File: src/rtl/hsla_div.sv
// pipelined restoring divider, one quotient bit per stage
// computes floor(numer * 2^(QB-1) / denom) for numer < 2*denom; uses no package
module hsla_div #(
	parameter int QB = 17,
	parameter int DW = 9
) (
	input  logic          clk,
	input  logic [DW:0]   numer,
	input  logic [DW-1:0] denom,
	output logic [QB-1:0] quot,
	output logic          rem_nz
);

	localparam int RW = DW + 1;

	logic [RW-1:0] rem_q [QB];
	logic [QB-1:0] quo_q [QB];
	logic [DW-1:0] den_q [QB];

	for (genvar j = 0; j < QB; j++) begin : g_step
		logic [RW-1:0] rr;
		logic [QB-1:0] qin;
		logic [DW-1:0] din;
		logic          ge;

		// partial remainder entering this step
		if (j == 0) begin : g_first
			assign rr  = numer;
			assign qin = '0;
			assign din = denom;
		end else begin : g_next
			assign rr  = {rem_q[j-1][RW-2:0], 1'b0};
			assign qin = quo_q[j-1];
			assign din = den_q[j-1];
		end

		assign ge = rr >= {1'b0, din};

		// compare and subtract, one quotient bit
		always_ff @(posedge clk) begin
			rem_q[j] <= ge ? rr - {1'b0, din} : rr;
			quo_q[j] <= qin | (ge ? (QB'(1) << (QB - 1 - j)) : QB'(0));
			den_q[j] <= din;
		end
	end

	assign quot   = quo_q[QB-1];
	assign rem_nz = |rem_q[QB-1];

endmodule

File: config.mk
export PLATFORM = sky130hd
export DESIGN_NAME = hsla_div
export DESIGN_NICKNAME = d
export VERILOG_FILES = /design/src/rtl/hsla_div.sv
export SDC_FILE = /design/constraint.sdc
export NUM_CORES = 1
export LEC_CHECK = 0
export BUFFER_PORTS_ARGS = -buffer_cell sky130_fd_sc_hd__buf_2
export CORE_MARGIN = 2
export CORE_UTILIZATION = 56
export DETAILED_ROUTE_END_ITERATION = 12
export PLACE_DENSITY = 0.75
export REMOVE_ABC_BUFFERS = 1
export SYNTH_ARGS = -nofsm -noshare
export SYNTH_HDL_FRONTEND = slang
export SYNTH_SLANG_ARGS = --single-unit
export TNS_END_PERCENT = 10
File: constraint.sdc
create_clock -name clk -period 2.35 [get_ports clk]
set_input_delay 0 -clock clk [delete_from_list [all_inputs] [get_ports clk]]
set_output_delay 0 -clock clk [all_outputs]
set_load 0.05 [all_outputs]
==> results.json, run 1 <==
{
  "cts_tree": "done",
  "final_area_mm2": 0.02002,
  "syn2layout_area_growth_pct": 14.97,
  "cts.htree.levels": 2,
  "finalHoldViolations": 0,
  "cts_buffer_depth": 3,
  "p_leak_uw": 0.009226,
  "drv_cap": 0,
  "dp_cells": 2126,
  "dp_hpwl_um": 22820,
  "p_per_area_mw_per_mm2": 1536,
  "yosysUniqueCellTypes": 55,
  "hold_class": "input port to flip-flop",
  "fin_util_pct": 65.45,
  "final_cells": 2224,
  "start_util_pct": 56.92,
  "multiInputGateArea_mm2": 0.007594,
  "synthCells": 1683,
  "antenna_cells": 0,
  "wl_per_cell_um": 14.07,
  "rows": 64,
  "design.core.area_mm2": 0.03059,
  "antenna_found_initial": 1,
  "clkTransAtPathRegs_ns": 0.06,
  "finalWeightedCongestion": 0.8418,
  "first_iter_violations": 645,
  "dpl_worst_slack_ns": 0.01203,
  "regArea_mm2": 0.009031,
  "maxSlewViolCount": 0,
  "dr_total_vias": 11482,
  "cp_max_fo": 6,
  "grt_max_degree": 18,
  "die_h_um": 180.3,
  "finalSetupViolCount": 0,
  "crit_arrival_ns": 2.71,
  "drt_pass1_iterations": 5,
  "dieArea_mm2": 0.03252,
  "port_buffers": 37,
  "worst_slew_pin_slew_ns": 0.5477,
  "vias_per_cell": 5.163,
  "synth_seq_cells": 451,
  "status": "finished clean",
  "max_freq_ghz": 0.4379,
  "ys_seq_area_share_pct": 51.85,
  "syn-cell-area_mm2": 0.01741,
  "regToRegSetupSlack_ns": 0.07,
  "syn_avg_cell_area_um2": 10.35,
  "drive_above_1_share_pct": 11.98,
  "max-slew-margin-rel_pct": 63.24,
  "timing_worst_setup_path_type": "flip-flop to flip-flop",
  "setup_tns_ns": 0,
  "rsz0062_at_grt": "true",
  "drt-total-wl_um": 31300,
  "synth_most_common_cell": "dfxtp_1",
  "synth_area_leaders": "dfxtp_1 (52%), ha_1 (11%), inv_1 (4.6%), a21oi_1 (4.0%), mux2_2 (3.7%)",
  "yosysWarningCount": 0,
  "placed_area_mm2": 0.01823,
  "synth_top_area_share_pct": 51.85,
  "end_kind": "flip-flop",
  "ys.flop_type": "dfxtp_1",
  "drc": 0,
  "finalWorstSetupSlack_ns": 0.06616,
  "cts_setup_buffers": 0,
  "grt_pass1_wl_um": 53120,
  "gr-total-overflow": 0,
  "nets": 1984,
  "min_period_ns": 2.284,
  "clock_latency_ns": 0.55,
  "skew_ns": 0.01783,
  "synth_edf_count": 0,
  "fillers": 2336,
  "fin_crit_sh_pct": 97.18,
  "ir_drop_uv": 765.7,
  "synth_top_cells_by_count": "dfxtp_1 (451), inv_1 (212), ha_1 (153), a21oi_1 (140), nor2_1 (127)",
  "cts-root-buf": "clkbuf_16",
  "startpoint_type": "flip-flop",
  "cp.required_ns": 2.78,
  "cts_buffers": 43,
  "yosysTopAreaCell": "dfxtp_1",
  "grt_usage_pct": 19.29,
  "io_pins": 38,
  "grt_pass1_vias": 11468,
  "cts_sinks": 451,
  "antenna_left": 0,
  "ys_async_sr_fraction_pct": 0,
  "die_x_um": 180.3
}
==> logic make-up (layout without fill, tap and decap cells) <==
kind of cell,count (synthesis),in the layout,synth area share (%)
buf+inv,225,370,4.951
flops,451,451,51.85
simple gates,311,311,8.278
mux,63,63,4.031
compound gates,371,371,13.31
fa+ha+maj,170,170,12.95
xor+xnor,92,92,4.627
==> metrics by stage <==
stage	hold slack, ns	power, uW
2_1_floorplan	0.02772	20480
3_3_place_gp	0.1216	22970
3_5_place_dp	0.1258	23320
4_1_cts	0.09358	30760
5_1_grt	0.1119	32870
6_report	0.1169	30750
==> layer usage <==
layer | GRT usage [%] | up-vias | wire, um
met5 | 0 | - | 0
met4 | 6.194 | 0 | 875
met1 | 25.06 | 5301 | 14470
li1 | - | 5886 | -
met3 | 2.910 | 77 | 1194
met2 | 33.07 | 218 | 14760
==> timing repair <==
action,4_1_cts,5_1_grt
setup endpoints to repair,1,64
hold buffers,19,0
pin swaps,0,3
resized for setup,1,20
endpoints found under the hold margin,19,0
==> report_power, final <==
group	internal, uW	total (uW)	switching, uW	leakage, uW
sequential	10300	11500	1200	0.00380
clock	4300	7210	2920	0.000744
combinational	5640	12000	6400	0.00469
total	20200	30700	10500	0.00923
==> area by class of cell <==
class                   count  share of cell area [%]
flip-flops and latches    451                   45.11
multi-input cells        1007                   37.93
clock buffers              60                   6.194
inverters                 212                   3.975
repair buffers             79                   2.881
well taps                 396                   2.475
clock inverters            19                   1.431
==> sequential cells by signal, summed over array words and instances, names as in the netlist <==
register and cells:
rem_q 154, quo_q 153, den_q 144
==> worst paths after layout <==
check               startpoint           end  depth (start not counted)
setup / recovery  den_q[0][28]  rem_q[0][44]                         10
hold / removal        denom[1]   den_q[0][1]                          2
hold reg to reg   quo_q[6][11]  quo_q[7][11]                          0
setup reg to reg  den_q[0][28]  rem_q[0][44]                         10
==> layout by cell type (no fill, tap or decap), types with 10 or more instances in the layout <==
cell,count
xor2_1,40
inv_1,211
o41ai_1,10
nor2_1,127
mux2_2,57
clkbuf_8,10
xnor2_1,52
a21o_1,28
buf_2,37
a21oi_1,138
dfxtp_1,449
clkbuf_16,43
dlygate4sd3_1,19
fa_1,15
nor2b_1,27
ha_1,152
o21ai_0,79
nand2b_1,32
o21a_1,26
buf_4,20
nand2_1,69
and2_1,12
==> worst max-delay path, stage by stage (launching register included) <==
cell and delay (ns):
dfxtp_1 0.43, inv_1 0.07, ha_1 0.29, ha_1 0.14, nand2b_1 0.10, a21o_1 0.11
a21oi_1 0.06, o21ai_1 0.46, buf_4 0.24, nor2_1 0.04, a21oi_1 0.23
No activity file was read; power rests on OpenSTA's default activity.
==> inputs of run 2 (changes only) <==
Settings changed: CORE_UTILIZATION 56 to 60, HOLD_SLACK_MARGIN set to 0.12, PLACE_DENSITY 0.75 to 0.77.
Clock period 2.35 ns to 2.72 ns, I/O delays scaled along.
==> results.json, run 2 (same netlist as run 1, synthesis figures left out) <==
{
  "max-slew-margin-rel_pct": 32.99,
  "syn2layout_area_growth_pct": 14.95,
  "worstPathCellList": "dlygate4sd3_1 > buf_2 > inv_1 > ha_1 > inv_1 > fa_1 > a21o_1 > a21oi_2 > o21ai_1 > a2111oi_4 > buf_4 > nand2_1 > dlygate4sd3_1 > o21ai_0",
  "dr_total_vias": 11492,
  "cp_max_fo": 6,
  "fin_util_pct": 69.92,
  "gr-total-overflow": 0,
  "hold_path_end": "rem_q[0][7]",
  "finalSetupViolCount": 0,
  "drt-total-wl_um": 31350,
  "die_x_um": 174.4,
  "vias_per_cell": 5.179,
  "cp.required_ns": 3.17,
  "clkTransAtPathRegs_ns": 0.06,
  "final_cells": 2219,
  "skew_ns": 0.01473,
  "max_freq_ghz": 0.3752,
  "reg.largest.list": "rem_q (154), quo_q (153), den_q (144)",
  "startpoint_type": "input port",
  "drv_cap": 0,
  "crit_start": "numer[0]",
  "maxSlewViolCount": 0,
  "placed_area_mm2": 0.01810,
  "hold_start": "numer[7]",
  "die_h_um": 174.4,
  "min_period_ns": 2.665,
  "cts-root-buf": "clkbuf_16",
  "finalHoldWorstSlack_ns": 0.2083,
  "nets": 1990,
  "antenna_found_initial": 0,
  "cts.htree.levels": 2,
  "reg2regPathDepth": 9,
  "io_pins": 38,
  "first_iter_violations": 402,
  "holdPathStages": 4,
  "cts_sinks": 451,
  "status": "finished clean",
  "port_buffers": 37,
  "regMostFlops": "rem_q",
  "slowest_delay_ns": 0.57,
  "drt_pass1_iterations": 5,
  "end_kind": "flip-flop",
  "drc": 0,
  "final_area_mm2": 0.02002,
  "antenna_cells": 0,
  "largest_reg_flops": 154,
  "r2r_start": "den_q[0][136]",
  "cts_buffers": 44,
  "crit_arrival_ns": 3.11,
  "hold_class": "input port to flip-flop",
  "setup_tns_ns": 0,
  "grt_pass1_vias": 11598,
  "timing_worst_setup_path_type": "input port to flip-flop",
  "p_per_area_mw_per_mm2": 1322,
  "p_leak_uw": 0.009242,
  "antenna_left": 0,
  "final_common_cell": "dfxtp_1",
  "cp_slowest_cell": "dlygate4sd3_1",
  "grt_usage_pct": 20.77,
  "dp_cells": 2103,
  "design.core.area_mm2": 0.02863,
  "cts_buffer_depth": 3,
  "wl_per_cell_um": 14.13,
  "fin_crit_sh_pct": 97.98,
  "rows": 62,
  "start_util_pct": 60.83,
  "clock_latency_ns": 0.56,
  "final_cell_mix": "dfxtp_1 (451), inv_1 (212), ha_1 (153)",
  "finalWeightedCongestion": 0.8489,
  "worst_slew_pin_slew_ns": 0.9984,
  "finalHoldViolations": 0,
  "drive_above_1_share_pct": 11.12,
  "dieArea_mm2": 0.03040,
  "cts_tree": "done",
  "grt_max_degree": 17,
  "dp_hpwl_um": 22030,
  "ir_drop_uv": 554.4,
  "regToRegSetupSlack_ns": 0.20,
  "grt_pass1_wl_um": 52580,
  "reg2reg_to": "rem_q[0][169]"
}
run 2: worst max-delay path, delay by kind of cell:
family / cells / cell delay, ns
fa+ha+maj: 2 / 0.58
simple gates: 1 / 0.08
compound gates: 5 / 0.92
buf+inv: 6 / 1.54
run 2: worst max path at each step:
stage / endpoint / slack (ns)
finish: rem_q[0][0] / 0.05
detailed placement: rem_q[0][87] / 0.21
CTS: rem_q[0][0] / 0.05
global placement: rem_q[0][37] / 0.31
global route: rem_q[0][0] / -0.12
floorplan: rem_q[0][93] / 0.33
run 2: per-layer routing:
layer / up-vias / GRT usage (%) / wire length (um)
met3: 63 / 3.543 / 1052
met4: 0 / 6.373 / 741
met1: 5347 / 24.63 / 14020
met2: 194 / 38.19 / 15530
met5: - / 0 / 0
li1: 5888 / - / -
run 2: final cells by class:
cell class,count,area (um^2)
inverter,212,795.8
clock inverter,28,385.4
sequential,451,9029
multi-input combinational,1007,7527
tap,384,480.5
timing repair buffer,84,613.1
fill,2011,8610
clock buffer,53,1185
run 2: where the power goes:
part           switching [uW]  internal [uW]  total [uW]
Sequential                993           8890        9880
Clock                    2610           3760        6370
Combinational            5490           4720       10200
Total                    9090          17400       26500
run 2: per-stage QoR:
step                      setup WS, ns  power (uW)
after CTS                      0.04937       26520
after detailed placement        0.2050       19960
after floorplan                 0.3273       17690
after global placement          0.3072       19630
final                          0.05494       26460
after global routing           -0.1166       28260
run 2: timing repair:
item	CTS	global route
endpoints found under the setup margin	0	8
hold buffers	30	0
resized for setup	0	2
endpoints found under the hold margin	19	0
buffers inserted	0	5
